===== src/sv/icu_pkg.sv =====
// ----------------------------------------------------------------------------
// icu_pkg
// Shared types, constants and helpers of the integer calculator unit.
// ----------------------------------------------------------------------------
package icu_pkg;

    localparam int DATA_WIDTH = 32;
    localparam int CNT_W      = $clog2(DATA_WIDTH + 1);

    localparam logic [DATA_WIDTH-1:0] VAL_MAX = {1'b0, {(DATA_WIDTH-1){1'b1}}};
    localparam logic [DATA_WIDTH-1:0] VAL_MIN = {1'b1, {(DATA_WIDTH-1){1'b0}}};
    localparam logic [DATA_WIDTH-1:0] VAL_ONE = {{(DATA_WIDTH-1){1'b0}}, 1'b1};

    typedef enum logic [2:0] {
        CMD_ADD  = 3'd0,
        CMD_SUB  = 3'd1,
        CMD_MUL  = 3'd2,
        CMD_QUOT = 3'd3,
        CMD_REM  = 3'd4,
        CMD_POW  = 3'd5,
        CMD_MEAN = 3'd6,
        CMD_INV  = 3'd7
    } icu_cmd_t;

    typedef enum logic [1:0] {
        ST_OK  = 2'd0,
        ST_ERR = 2'd1,
        ST_OVF = 2'd2,
        ST_INV = 2'd3
    } icu_status_t;

    typedef struct packed {
        icu_cmd_t                      command;
        logic signed [DATA_WIDTH-1:0]  operand_a;
        logic signed [DATA_WIDTH-1:0]  operand_b;
    } icu_in_t;

    typedef struct packed {
        logic signed [DATA_WIDTH-1:0]  result;
        icu_status_t                   status;
    } icu_out_t;

    typedef enum logic [3:0] {
        OP_IDLE,
        OP_LOAD,
        OP_ALU_DONE,
        OP_MUL_AB,
        OP_MUL_DONE,
        OP_DIV_STEP,
        OP_DIV_DONE,
        OP_POW_SQ,
        OP_POW_MUL,
        OP_POW_ACC_SQ,
        OP_POW_ACC,
        OP_POW_DONE
    } icu_op_t;

    typedef struct packed {
        icu_op_t op;
    } icu_ctrl_t;

    typedef struct packed {
        icu_cmd_t cmd;
        logic     b_zero;
        logic     b_neg;
        logic     exp_bit;
        logic     ovf;
        logic     cnt_last;
        logic     cnt_full;
    } icu_stat_t;

    function automatic logic [DATA_WIDTH-1:0] icu_mag(logic [DATA_WIDTH-1:0] x);
        return x[DATA_WIDTH-1] ? (~x + 1'b1) : x;
    endfunction

    function automatic logic [DATA_WIDTH-1:0] icu_compose(logic [DATA_WIDTH-1:0] mag,
                                                          logic neg);
        return neg ? (~mag + 1'b1) : mag;
    endfunction

    function automatic logic [DATA_WIDTH-1:0] icu_sat(logic neg);
        return neg ? VAL_MIN : VAL_MAX;
    endfunction

endpackage


===== src/sv/integer_calculator_unit_top.sv =====
// ----------------------------------------------------------------------------
// integer_calculator_unit_top
// Signed integer calculator: add, sub, mul, quotient, remainder, power, mean.
// ----------------------------------------------------------------------------
//  port       dir   kind          meaning
//  start      in    strobe        word on request taken when busy is low
//  request    in    icu_in_t      command, operand_a, operand_b
//  busy       out   level         high while a word is in work
//  done       out   strobe        response valid for this one cycle
//  response   out   icu_out_t     result, status
//
//  add, sub, mean, invalid: operands loaded, then the result is registered from decode.
//  mul: one multiplier pass, then saturation check.
//  quotient, remainder: one quotient bit per cycle; a zero divisor skips the divider.
//  power: per exponent bit a square, and a multiply where the bit is set, through the
//  shared multiplier; a negative exponent skips the loop, overflow ends it early.
//  Reset clears the sequencer and done; the receiver cannot stall done.
// ----------------------------------------------------------------------------
module integer_calculator_unit_top (
    input  logic              clk,
    input  logic              rst_n,
    input  logic              start,
    input  icu_pkg::icu_in_t  request,
    output logic              busy,
    output logic              done,
    output icu_pkg::icu_out_t response
);
    import icu_pkg::*;

    icu_ctrl_t ctrl;
    icu_stat_t stat;

    icu_controller u_ctrl (
        .clk   (clk),
        .rst_n (rst_n),
        .start (start),
        .stat  (stat),
        .ctrl  (ctrl),
        .busy  (busy)
    );

    icu_datapath u_dp (
        .clk      (clk),
        .rst_n    (rst_n),
        .request  (request),
        .ctrl     (ctrl),
        .stat     (stat),
        .done     (done),
        .response (response)
    );

endmodule


===== src/sv/icu_controller.sv =====
// ----------------------------------------------------------------------------
// icu_controller
// Sequencer that steps the datapath through each command.
// ----------------------------------------------------------------------------
module icu_controller (
    input  logic              clk,
    input  logic              rst_n,
    input  logic              start,
    input  icu_pkg::icu_stat_t stat,
    output icu_pkg::icu_ctrl_t ctrl,
    output logic              busy
);
    import icu_pkg::*;

    typedef enum logic [3:0] {
        S_IDLE,
        S_DECODE,
        S_MUL_DONE,
        S_DIV,
        S_DIV_END,
        S_POW_ACC_SQ,
        S_POW_MUL,
        S_POW_ACC_MUL,
        S_POW_CHECK
    } state_t;

    state_t  state_reg;
    state_t  state_next;
    logic    busy_reg;
    logic    busy_next;
    icu_op_t op;

    always_comb
    begin
        state_next = state_reg;
        busy_next  = busy_reg;
        op         = OP_IDLE;
        case (state_reg)
            S_IDLE:
            begin
                if (start)
                begin
                    op         = OP_LOAD;
                    state_next = S_DECODE;
                    busy_next  = 1'b1;
                end
            end
            S_DECODE:
            begin
                case (stat.cmd)
                    CMD_MUL:
                    begin
                        op         = OP_MUL_AB;
                        state_next = S_MUL_DONE;
                    end
                    CMD_QUOT, CMD_REM:
                    begin
                        if (stat.b_zero)
                        begin
                            op         = OP_DIV_DONE;
                            state_next = S_IDLE;
                            busy_next  = 1'b0;
                        end
                        else
                        begin
                            op         = OP_DIV_STEP;
                            state_next = S_DIV;
                        end
                    end
                    CMD_POW:
                    begin
                        if (stat.b_neg)
                        begin
                            op         = OP_POW_DONE;
                            state_next = S_IDLE;
                            busy_next  = 1'b0;
                        end
                        else
                        begin
                            op         = OP_POW_SQ;
                            state_next = S_POW_ACC_SQ;
                        end
                    end
                    default:
                    begin
                        op         = OP_ALU_DONE;
                        state_next = S_IDLE;
                        busy_next  = 1'b0;
                    end
                endcase
            end
            S_MUL_DONE:
            begin
                op         = OP_MUL_DONE;
                state_next = S_IDLE;
                busy_next  = 1'b0;
            end
            S_DIV:
            begin
                op = OP_DIV_STEP;
                if (stat.cnt_last)
                begin
                    state_next = S_DIV_END;
                end
            end
            S_DIV_END:
            begin
                op         = OP_DIV_DONE;
                state_next = S_IDLE;
                busy_next  = 1'b0;
            end
            S_POW_ACC_SQ:
            begin
                op         = OP_POW_ACC_SQ;
                state_next = stat.exp_bit ? S_POW_MUL : S_POW_CHECK;
            end
            S_POW_MUL:
            begin
                op         = OP_POW_MUL;
                state_next = S_POW_ACC_MUL;
            end
            S_POW_ACC_MUL:
            begin
                op         = OP_POW_ACC;
                state_next = S_POW_CHECK;
            end
            S_POW_CHECK:
            begin
                if (stat.ovf || stat.cnt_full)
                begin
                    op         = OP_POW_DONE;
                    state_next = S_IDLE;
                    busy_next  = 1'b0;
                end
                else
                begin
                    op         = OP_POW_SQ;
                    state_next = S_POW_ACC_SQ;
                end
            end
            default:
            begin
                state_next = S_IDLE;
                busy_next  = 1'b0;
            end
        endcase
    end

    always_ff @(posedge clk or negedge rst_n)
    begin
        if (!rst_n)
        begin
            state_reg <= S_IDLE;
            busy_reg  <= 1'b0;
        end
        else
        begin
            state_reg <= state_next;
            busy_reg  <= busy_next;
        end
    end

    assign ctrl.op = op;
    assign busy    = busy_reg;

endmodule


===== src/sv/icu_datapath.sv =====
// ----------------------------------------------------------------------------
// icu_datapath
// Operand registers, shared multiplier, restoring divider and result register.
// ----------------------------------------------------------------------------
module icu_datapath (
    input  logic               clk,
    input  logic               rst_n,
    input  icu_pkg::icu_in_t   request,
    input  icu_pkg::icu_ctrl_t ctrl,
    output icu_pkg::icu_stat_t stat,
    output logic               done,
    output icu_pkg::icu_out_t  response
);
    import icu_pkg::*;

    localparam int W = DATA_WIDTH;

    icu_cmd_t         cmd_reg,   cmd_next;
    logic [W-1:0]     a_reg,     a_next;
    logic [W-1:0]     b_reg,     b_next;
    logic [W-1:0]     mag_a_reg, mag_a_next;
    logic [W-1:0]     mag_b_reg, mag_b_next;
    logic             neg_reg,   neg_next;
    logic             ovf_reg,   ovf_next;
    logic [W-1:0]     acc_reg,   acc_next;
    logic [W-1:0]     rem_reg,   rem_next;
    logic [2*W-1:0]   prod_reg,  prod_next;
    logic [W-1:0]     exp_reg,   exp_next;
    logic [CNT_W-1:0] cnt_reg,   cnt_next;
    icu_out_t         out_reg,   out_next;
    logic             done_reg,  done_next;

    logic [W-1:0]     mul_x;
    logic [W-1:0]     mul_y;
    logic [W-1:0]     lim;
    logic             prod_big;
    logic [W:0]       sum;
    logic [W:0]       diff;
    logic [W:0]       shifted;
    logic [W:0]       trial;
    logic [W-1:0]     in_mag_a;

    assign lim      = VAL_MAX + W'(neg_reg);
    assign prod_big = prod_reg > {{W{1'b0}}, lim};
    assign sum      = {a_reg[W-1], a_reg} + {b_reg[W-1], b_reg};
    assign diff     = {a_reg[W-1], a_reg} - {b_reg[W-1], b_reg};
    assign shifted  = {rem_reg, acc_reg[W-1]};
    assign trial    = shifted - {1'b0, mag_b_reg};
    assign in_mag_a = icu_mag(request.operand_a);

    always_comb
    begin
        case (ctrl.op)
            OP_POW_SQ:
            begin
                mul_x = acc_reg;
                mul_y = acc_reg;
            end
            OP_POW_MUL:
            begin
                mul_x = acc_reg;
                mul_y = mag_a_reg;
            end
            default:
            begin
                mul_x = mag_a_reg;
                mul_y = mag_b_reg;
            end
        endcase
    end

    always_comb
    begin
        cmd_next   = cmd_reg;
        a_next     = a_reg;
        b_next     = b_reg;
        mag_a_next = mag_a_reg;
        mag_b_next = mag_b_reg;
        neg_next   = neg_reg;
        ovf_next   = ovf_reg;
        acc_next   = acc_reg;
        rem_next   = rem_reg;
        prod_next  = prod_reg;
        exp_next   = exp_reg;
        cnt_next   = cnt_reg;
        out_next   = out_reg;
        done_next  = 1'b0;
        case (ctrl.op)
            OP_LOAD:
            begin
                cmd_next   = request.command;
                a_next     = request.operand_a;
                b_next     = request.operand_b;
                mag_a_next = in_mag_a;
                mag_b_next = icu_mag(request.operand_b);
                ovf_next   = 1'b0;
                rem_next   = '0;
                exp_next   = request.operand_b;
                cnt_next   = '0;
                if (request.command == CMD_POW)
                begin
                    neg_next = request.operand_a[W-1] & request.operand_b[0];
                    acc_next = VAL_ONE;
                end
                else
                begin
                    neg_next = request.operand_a[W-1] ^ request.operand_b[W-1];
                    acc_next = in_mag_a;
                end
            end
            OP_ALU_DONE:
            begin
                done_next       = 1'b1;
                out_next.status = ST_OK;
                case (cmd_reg)
                    CMD_ADD:
                    begin
                        if (sum[W] != sum[W-1])
                        begin
                            out_next.result = icu_sat(sum[W]);
                            out_next.status = ST_OVF;
                        end
                        else
                        begin
                            out_next.result = sum[W-1:0];
                        end
                    end
                    CMD_SUB:
                    begin
                        if (diff[W] != diff[W-1])
                        begin
                            out_next.result = icu_sat(diff[W]);
                            out_next.status = ST_OVF;
                        end
                        else
                        begin
                            out_next.result = diff[W-1:0];
                        end
                    end
                    CMD_MEAN:
                    begin
                        out_next.result = sum[W:1] + W'(sum[W] & sum[0]);
                    end
                    default:
                    begin
                        out_next.result = '0;
                        out_next.status = ST_INV;
                    end
                endcase
            end
            OP_MUL_AB, OP_POW_SQ, OP_POW_MUL:
            begin
                prod_next = mul_x * mul_y;
            end
            OP_MUL_DONE:
            begin
                done_next = 1'b1;
                if (prod_big)
                begin
                    out_next.result = icu_sat(neg_reg);
                    out_next.status = ST_OVF;
                end
                else
                begin
                    out_next.result = icu_compose(prod_reg[W-1:0], neg_reg);
                    out_next.status = ST_OK;
                end
            end
            OP_DIV_STEP:
            begin
                if (!trial[W])
                begin
                    rem_next = trial[W-1:0];
                    acc_next = {acc_reg[W-2:0], 1'b1};
                end
                else
                begin
                    rem_next = shifted[W-1:0];
                    acc_next = {acc_reg[W-2:0], 1'b0};
                end
                cnt_next = cnt_reg + 1'b1;
            end
            OP_DIV_DONE:
            begin
                done_next       = 1'b1;
                out_next.status = ST_OK;
                if (b_reg == '0)
                begin
                    out_next.result = '0;
                    out_next.status = ST_ERR;
                end
                else if (cmd_reg == CMD_REM)
                begin
                    out_next.result = icu_compose(rem_reg, a_reg[W-1]);
                end
                else if (a_reg == VAL_MIN && b_reg == '1)
                begin
                    out_next.result = VAL_MAX;
                    out_next.status = ST_OVF;
                end
                else
                begin
                    out_next.result = icu_compose(acc_reg, neg_reg);
                end
            end
            OP_POW_ACC_SQ, OP_POW_ACC:
            begin
                if (prod_big)
                begin
                    ovf_next = 1'b1;
                end
                else
                begin
                    acc_next = prod_reg[W-1:0];
                end
                if (ctrl.op == OP_POW_ACC_SQ)
                begin
                    exp_next = {exp_reg[W-2:0], 1'b0};
                    cnt_next = cnt_reg + 1'b1;
                end
            end
            OP_POW_DONE:
            begin
                done_next = 1'b1;
                if (b_reg[W-1])
                begin
                    out_next.result = '0;
                    out_next.status = ST_ERR;
                end
                else if (ovf_reg)
                begin
                    out_next.result = icu_sat(neg_reg);
                    out_next.status = ST_OVF;
                end
                else
                begin
                    out_next.result = icu_compose(acc_reg, neg_reg);
                    out_next.status = ST_OK;
                end
            end
            default:
            begin
                done_next = 1'b0;
            end
        endcase
    end

    always_ff @(posedge clk)
    begin
        cmd_reg   <= cmd_next;
        a_reg     <= a_next;
        b_reg     <= b_next;
        mag_a_reg <= mag_a_next;
        mag_b_reg <= mag_b_next;
        neg_reg   <= neg_next;
        ovf_reg   <= ovf_next;
        acc_reg   <= acc_next;
        rem_reg   <= rem_next;
        prod_reg  <= prod_next;
        exp_reg   <= exp_next;
        cnt_reg   <= cnt_next;
        out_reg   <= out_next;
    end

    always_ff @(posedge clk or negedge rst_n)
    begin
        if (!rst_n)
        begin
            done_reg <= 1'b0;
        end
        else
        begin
            done_reg <= done_next;
        end
    end

    assign stat.cmd      = cmd_reg;
    assign stat.b_zero   = (b_reg == '0);
    assign stat.b_neg    = b_reg[W-1];
    assign stat.exp_bit  = exp_reg[W-1];
    assign stat.ovf      = ovf_reg;
    assign stat.cnt_last = (cnt_reg == CNT_W'(W - 1));
    assign stat.cnt_full = (cnt_reg == CNT_W'(W));

    assign done     = done_reg;
    assign response = out_reg;

endmodule


===== config.mk =====
export PLATFORM = sky130hd
export DESIGN_NAME = integer_calculator_unit_top
export DESIGN_NICKNAME = d
export VERILOG_FILES = /design/src/sv/icu_pkg.sv /design/src/sv/integer_calculator_unit_top.sv /design/src/sv/icu_controller.sv /design/src/sv/icu_datapath.sv
export SDC_FILE = /design/constraint.sdc
export NUM_CORES = 2
export LEC_CHECK = 0
export BUFFER_PORTS_ARGS = -buffer_cell sky130_fd_sc_hd__buf_2
export CORE_MARGIN = 1
export CORE_UTILIZATION = 35
export CTS_CLUSTER_DIAMETER = 120
export DETAILED_ROUTE_END_ITERATION = 12
export PLACE_DENSITY = 0.58
export REMOVE_ABC_BUFFERS = 1
export SKIP_CTS_REPAIR_TIMING = 1
export SYNTH_ARGS = -nofsm -noshare
export SYNTH_HDL_FRONTEND = slang
export SYNTH_SLANG_ARGS = --single-unit
export TNS_END_PERCENT = 5

===== constraint.sdc =====
create_clock -name clk -period 23 [get_ports clk]
set_input_delay 2.3 -clock clk [delete_from_list [all_inputs] [get_ports clk]]
set_output_delay 2.3 -clock clk [all_outputs]
set_load 0.005 [all_outputs]

# Word level (Yosys, flattened, before mapping)
# Index checks and enable logic that the tools add are counted.
totals:
  ff_bits: 339
  inputBits: 70
  out_inout_bits: 36
  word_cells: 161
classes:
  n_addsub: 11
  mul: 1
  magnitude_cmp: 1
  n_eq_ne: 41
  muxes: 59
  bitwise_logic: 9
  n_reduce_logical: 21
ops:
  columns: ["operator", "n"]
  rows:
  - ["32-bit two-way mux", 16]
  - ["32-bit case mux with 2 select lines", 3]
  - ["32-bit case mux with 3 select lines", 2]
  - ["32-bit by 1-bit adder with 32-bit output (second input constant)", 5]
  - ["32-bit inverter", 5]
  - ["34-bit two-way mux", 4]
  - ["34-bit case mux with 4 select lines", 1]
  - ["32-bit == test (second input constant)", 2]
  - ["64-bit by 32-bit greater-than comparator with 1-bit output", 1]
  - ["32-bit by 32-bit multiplier with 64-bit output", 1]
  - ["4-bit case mux with 9 select lines", 1]
  - ["32-bit by 32-bit adder with 33-bit output", 1]
  - ["32-bit by 32-bit subtractor with 33-bit output", 1]
  - ["33-bit by 32-bit subtractor with 33-bit output", 1]
  - ["31-bit by 1-bit adder with 32-bit output (first input constant)", 1]
  - ["32-bit adder", 1]
  - ["4-bit by 3-bit == test with 1-bit output (second input constant)", 8]
  - ["32-bit logical NOT", 1]
  - ["31-bit two-way mux", 1]
  - ["4-bit case mux with 7 select lines", 1]
  - ["4-bit case mux with 3 select lines", 2]
  - ["4-bit == test (second input constant)", 5]
  - ["4-bit two-way mux", 5]
  - ["6-bit case mux with 3 select lines", 1]
  - ["other kinds (36)", 73]

# Logic depth before layout (Yosys ltp)
logic_depth:
  ltp_word: 8
  ltp_mapped: 44
  ltp_nobuf: 39

# Cells and area by module
# From an unflattened synthesis, not the netlist that was laid out.
unflattened:
  hier_cells: 6444
  area_unflattened_um2: 57725.4
modules_own_cells:
  columns: ["module", "instances", "cells_each", "area_per_inst_um2", "seq_area_each_um2"]
  rows:
  - ["icu_datapath", 1, 6368, 57132.3, 9964.6]
  - ["icu_controller", 1, 76, 593.1, 125.1]

# Worst setup path after synthesis
# No wires, ideal clock.
synth_timing:
  path_type: "input to register"
  from: "input start"
  to: "register u_dp.prod_reg[60], data pin"
  setup_ps: 259
  arrival_time_ps: 11130
  t_required_ps: 22741
  setup_slack_ps: 11611
  cell_stages: 38
  n_path_buf: 5
  path_cell_list: "nor2_1 > nor3_1 > a21oi_1 > nor2_1 > or3_1 > clkbuf_1 > nor3_1 > buf_2 > buf_1 > nor3_1 > a221oi_2 > clkbuf_1 > nor2_1 > fa_1 > inv_1 > fa_1 > fa_1 > fa_1 > [... 2 more ...] > inv_1 > fa_1 > inv_1 > fa_1 > fa_1 > ha_1 > clkbuf_1 > nand2_1 > o21ai_0 > a21oi_1 > o2111a_1 > a31oi_1 > o21ai_0 > o21ai_0 > a221oi_1 > o31ai_1 > a41oi_1 > xnor2_1"
synth_via:
  elab_chain_cells: 6
  elab_cells_between_ends: 8
  classes_between: "mul: 1; eq/ne: 2; mux: 4; reduce/logical: 1"
synth_rtl:
  columns: ["element", "line_no", "source"]
  rows:
  - ["start, declared", "integer_calculator_unit_top.sv:22", "input logic start,"]
  - ["1-bit two-way mux *", "icu_controller.sv:41", "if (start)"]
  - ["4-bit case mux with 9 select lines *", "icu_controller.sv:38", "case (state_reg)"]
  - ["4-bit by 3-bit == test with 1-bit output / 4-bit == test (equally long branches)", "icu_datapath.sv:53", "case (ctrl.op)"]
  - ["2-bit OR reduction (no source line)", null, null]
  - ["32-bit two-way mux", "icu_datapath.sv:53", null]
  - ["32-bit by 32-bit multiplier with 64-bit output *", "icu_datapath.sv:153", "prod_next = mul_x * mul_y;"]
  - ["end signal, assigned", "icu_datapath.sv:259", "prod_reg <= prod_next;"]
  - ["end, declared", "icu_datapath.sv:27", "logic [2*W-1:0] prod_reg, prod_next;"]
# Mark *: on every way between the ends. The rest lies on a longest branch, timed or not.
# A chain may end at the register's enable or synchronous reset.

# Final worst setup path
# Same ends and word-level chain as after synthesis.

==> impl_metrics.json <==
{
  "status": "finished clean",
  "numPortBuffers": 105,
  "wl_mm": 214,
  "synth-simple-area-share_pct": 15.4,
  "root_buffer": "clkbuf_16",
  "required_ns": 23.38,
  "setup_ws_ns": 9.93,
  "detail_route.iter0.violations": 4803,
  "synth_edf_count": 331,
  "hold_viol": 0,
  "routabilityCongestion": 0.986,
  "cp-end-kind": "flip-flop",
  "worstPathMaxFanout": 67,
  "crit_family": "adder cells",
  "muxShareOfSynthArea_pct": 1.96,
  "clk_pin_slew_ns": 0.06,
  "critPathLaunchType": "primary input",
  "synth_compound_area_share_pct": 12.3,
  "largest_register_ffs": 64,
  "dpl.hpwl_mm": 167,
  "final_cell_mix": "inv_1 (1014), fa_1 (899), nor2_1 (771)",
  "core_area_um2": 165000,
  "synth_seq_cells": 337,
  "syn_area_um2": 58000,
  "setup_viol": 0,
  "seq_area_frac_synth_pct": 17.4,
  "hp-class": "flip-flop to flip-flop",
  "die_x_um": 409,
  "antenna_found_initial": 9,
  "period_needed_ns": 13.07,
  "post-route-util_pct": 38.0,
  "instances_no_fill": 8654,
  "synth-adder-area-share_pct": 39.7,
  "grt_pass1_vias": 48800,
  "grt_use_total_pct": 25.5,
  "synth_cell_types": 93,
  "slew_headroom_pct": 6.70,
  "cts_tree": "done",
  "crit_top_cell": "fa_1",
  "vias": 48600,
  "ant_nets": 0,
  "cp_slowest_cell": "a221o_1",
  "fp.dieH_um": 409,
  "drv_cap": 0,
  "synth_ff_type": "edfxtp_1",
  "drtPass1Iterations": 7,
  "std_cell_rows": 149,
  "rsz0062_at_grt": "false",
  "syn_to_final_growth_pct": 8.01,
  "synth_top_family_by_area": "adder cells",
  "dpl_worst_slack_ns": 9.47,
  "grt_start_max_net_pins": 68,
  "die_area_um2": 167000,
  "wl_per_cell_um": 24.7,
  "io_pins": 106,
  "grt_pass1_wl_mm": 319,
  "initial_utilization_pct": 35.2,
  "clock.fmax_mhz": 76.5,
  "clock_latency_ns": 0.66,
  "dp_cells": 8574,
  "nets": 7802,
  "final.setup.tns_ns": 0,
  "max-clock-path-buffers": 3,
  "arrival_ns": 13.45,
  "final_common_cell": "inv_1",
  "cts.sinks": 337,
  "vias_per_cell": 5.61,
  "synth-xor-area-share_pct": 4.38,
  "slowest_delay_ns": 0.98,
  "worstSetupPathType": "primary input to flip-flop",
  "drive_gt1_share_pct": 6.81,
  "htreeDepth": 2,
  "period_share_pct": 56.8,
  "cts_inserted_buffers": 44,
  "overflow": 0,
  "ys_async_sr_fraction_pct": 1.78,
  "crit_buf_inv": 9,
  "skew_ns": 0.0748,
  "synth.avg_cell_area_um2": 8.91,
  "finalMaxSlewViolations": 0,
  "worstMarginPinSlew_ns": 1.40,
  "syn_inst": 6510,
  "drc_errors": 0,
  "ys_warn_count": 0
}
## final cells by class
class,count,area [um^2]
clock inverters,31,358
well taps,2189,2740
repair buffers,226,1430
flip-flops and latches,337,10100
multi-input cells,4803,43100
inverters,1019,3820
diodes,1,2.50
fillers,16700,102000
clock buffers,48,1140
## metrics by stage
stage | hold WS [ns] | area, um^2
after global placement | 0.487 | 61100
after global routing | 0.529 | 62600
after CTS | 0.478 | 62600
after detailed placement | 0.496 | 61100
after floorplan | 0.484 | 56600
final | 0.486 | 62600
## routing by layer
layer	wire length (um)	GRT usage [%]	vias to the layer above
met5	85	0	-
met4	9550	9.43	10
met3	19000	4.78	420
met2	96700	40.5	2283
met1	88800	34.3	24700
li1	-	-	21200
## Yosys cell counts, types with 38 or more instances
| library cell | instances | area [um^2] |
|---|---|---|
| o211ai_1 | 38 | 285 |
| nand4_1 | 53 | 332 |
| xor2_1 | 61 | 534 |
| nor4_1 | 45 | 282 |
| mux2i_1 | 80 | 801 |
| or3_1 | 42 | 263 |
| nand2_1 | 757 | 2840 |
| a221o_1 | 47 | 470 |
| inv_1 | 1015 | 3810 |
| a21o_1 | 78 | 586 |
| o31ai_1 | 62 | 465 |
| xnor2_1 | 229 | 2010 |
| a21oi_1 | 221 | 1110 |
| fa_1 | 899 | 18000 |
| edfxtp_1 | 331 | 9940 |
| clkbuf_1 | 316 | 1190 |
| nor2_1 | 775 | 2910 |
| nor3_1 | 88 | 440 |
| nand3_1 | 80 | 400 |
| o21ai_0 | 284 | 1420 |
| ha_1 | 402 | 5030 |
## worst min-delay path: stages (launching register included)
cell	delay [ns]
edfxtp_1	0.34
nand2_1	0.05
nand2_1	0.05
## logic make-up after synthesis
group / after synthesis
fa+ha+maj: 1301
compound gates: 1060
xor+xnor: 290
simple gates: 2042
flops: 337
buf+inv: 1370
mux: 110
## worst paths after layout
path / start / endpoint / slack [ns] / cells after the start
max in group asynchronous: rst_n / u_ctrl.state_reg[1]$_DFFE_PN0P_ / 21.34 / 1
min reg2reg: u_dp.exp_reg[7]$_DFFE_PP_ / u_dp.exp_reg[8]$_DFFE_PP_ / 0.49 / 2
min in group asynchronous: rst_n / u_ctrl.state_reg[2]$_DFFE_PN0P_ / 1.49 / 1
max: start / u_dp.prod_reg[60]$_DFFE_PP_ / 9.93 / 37
min: u_dp.exp_reg[7]$_DFFE_PP_ / u_dp.exp_reg[8]$_DFFE_PP_ / 0.49 / 2
max reg2reg: u_dp.cmd_reg[0]$_DFFE_PP_ / u_dp.prod_reg[60]$_DFFE_PP_ / 10.13 / 38
Power is not shown: default switching activity piles up to over one toggle a cycle in this logic, so the estimate is an artifact.
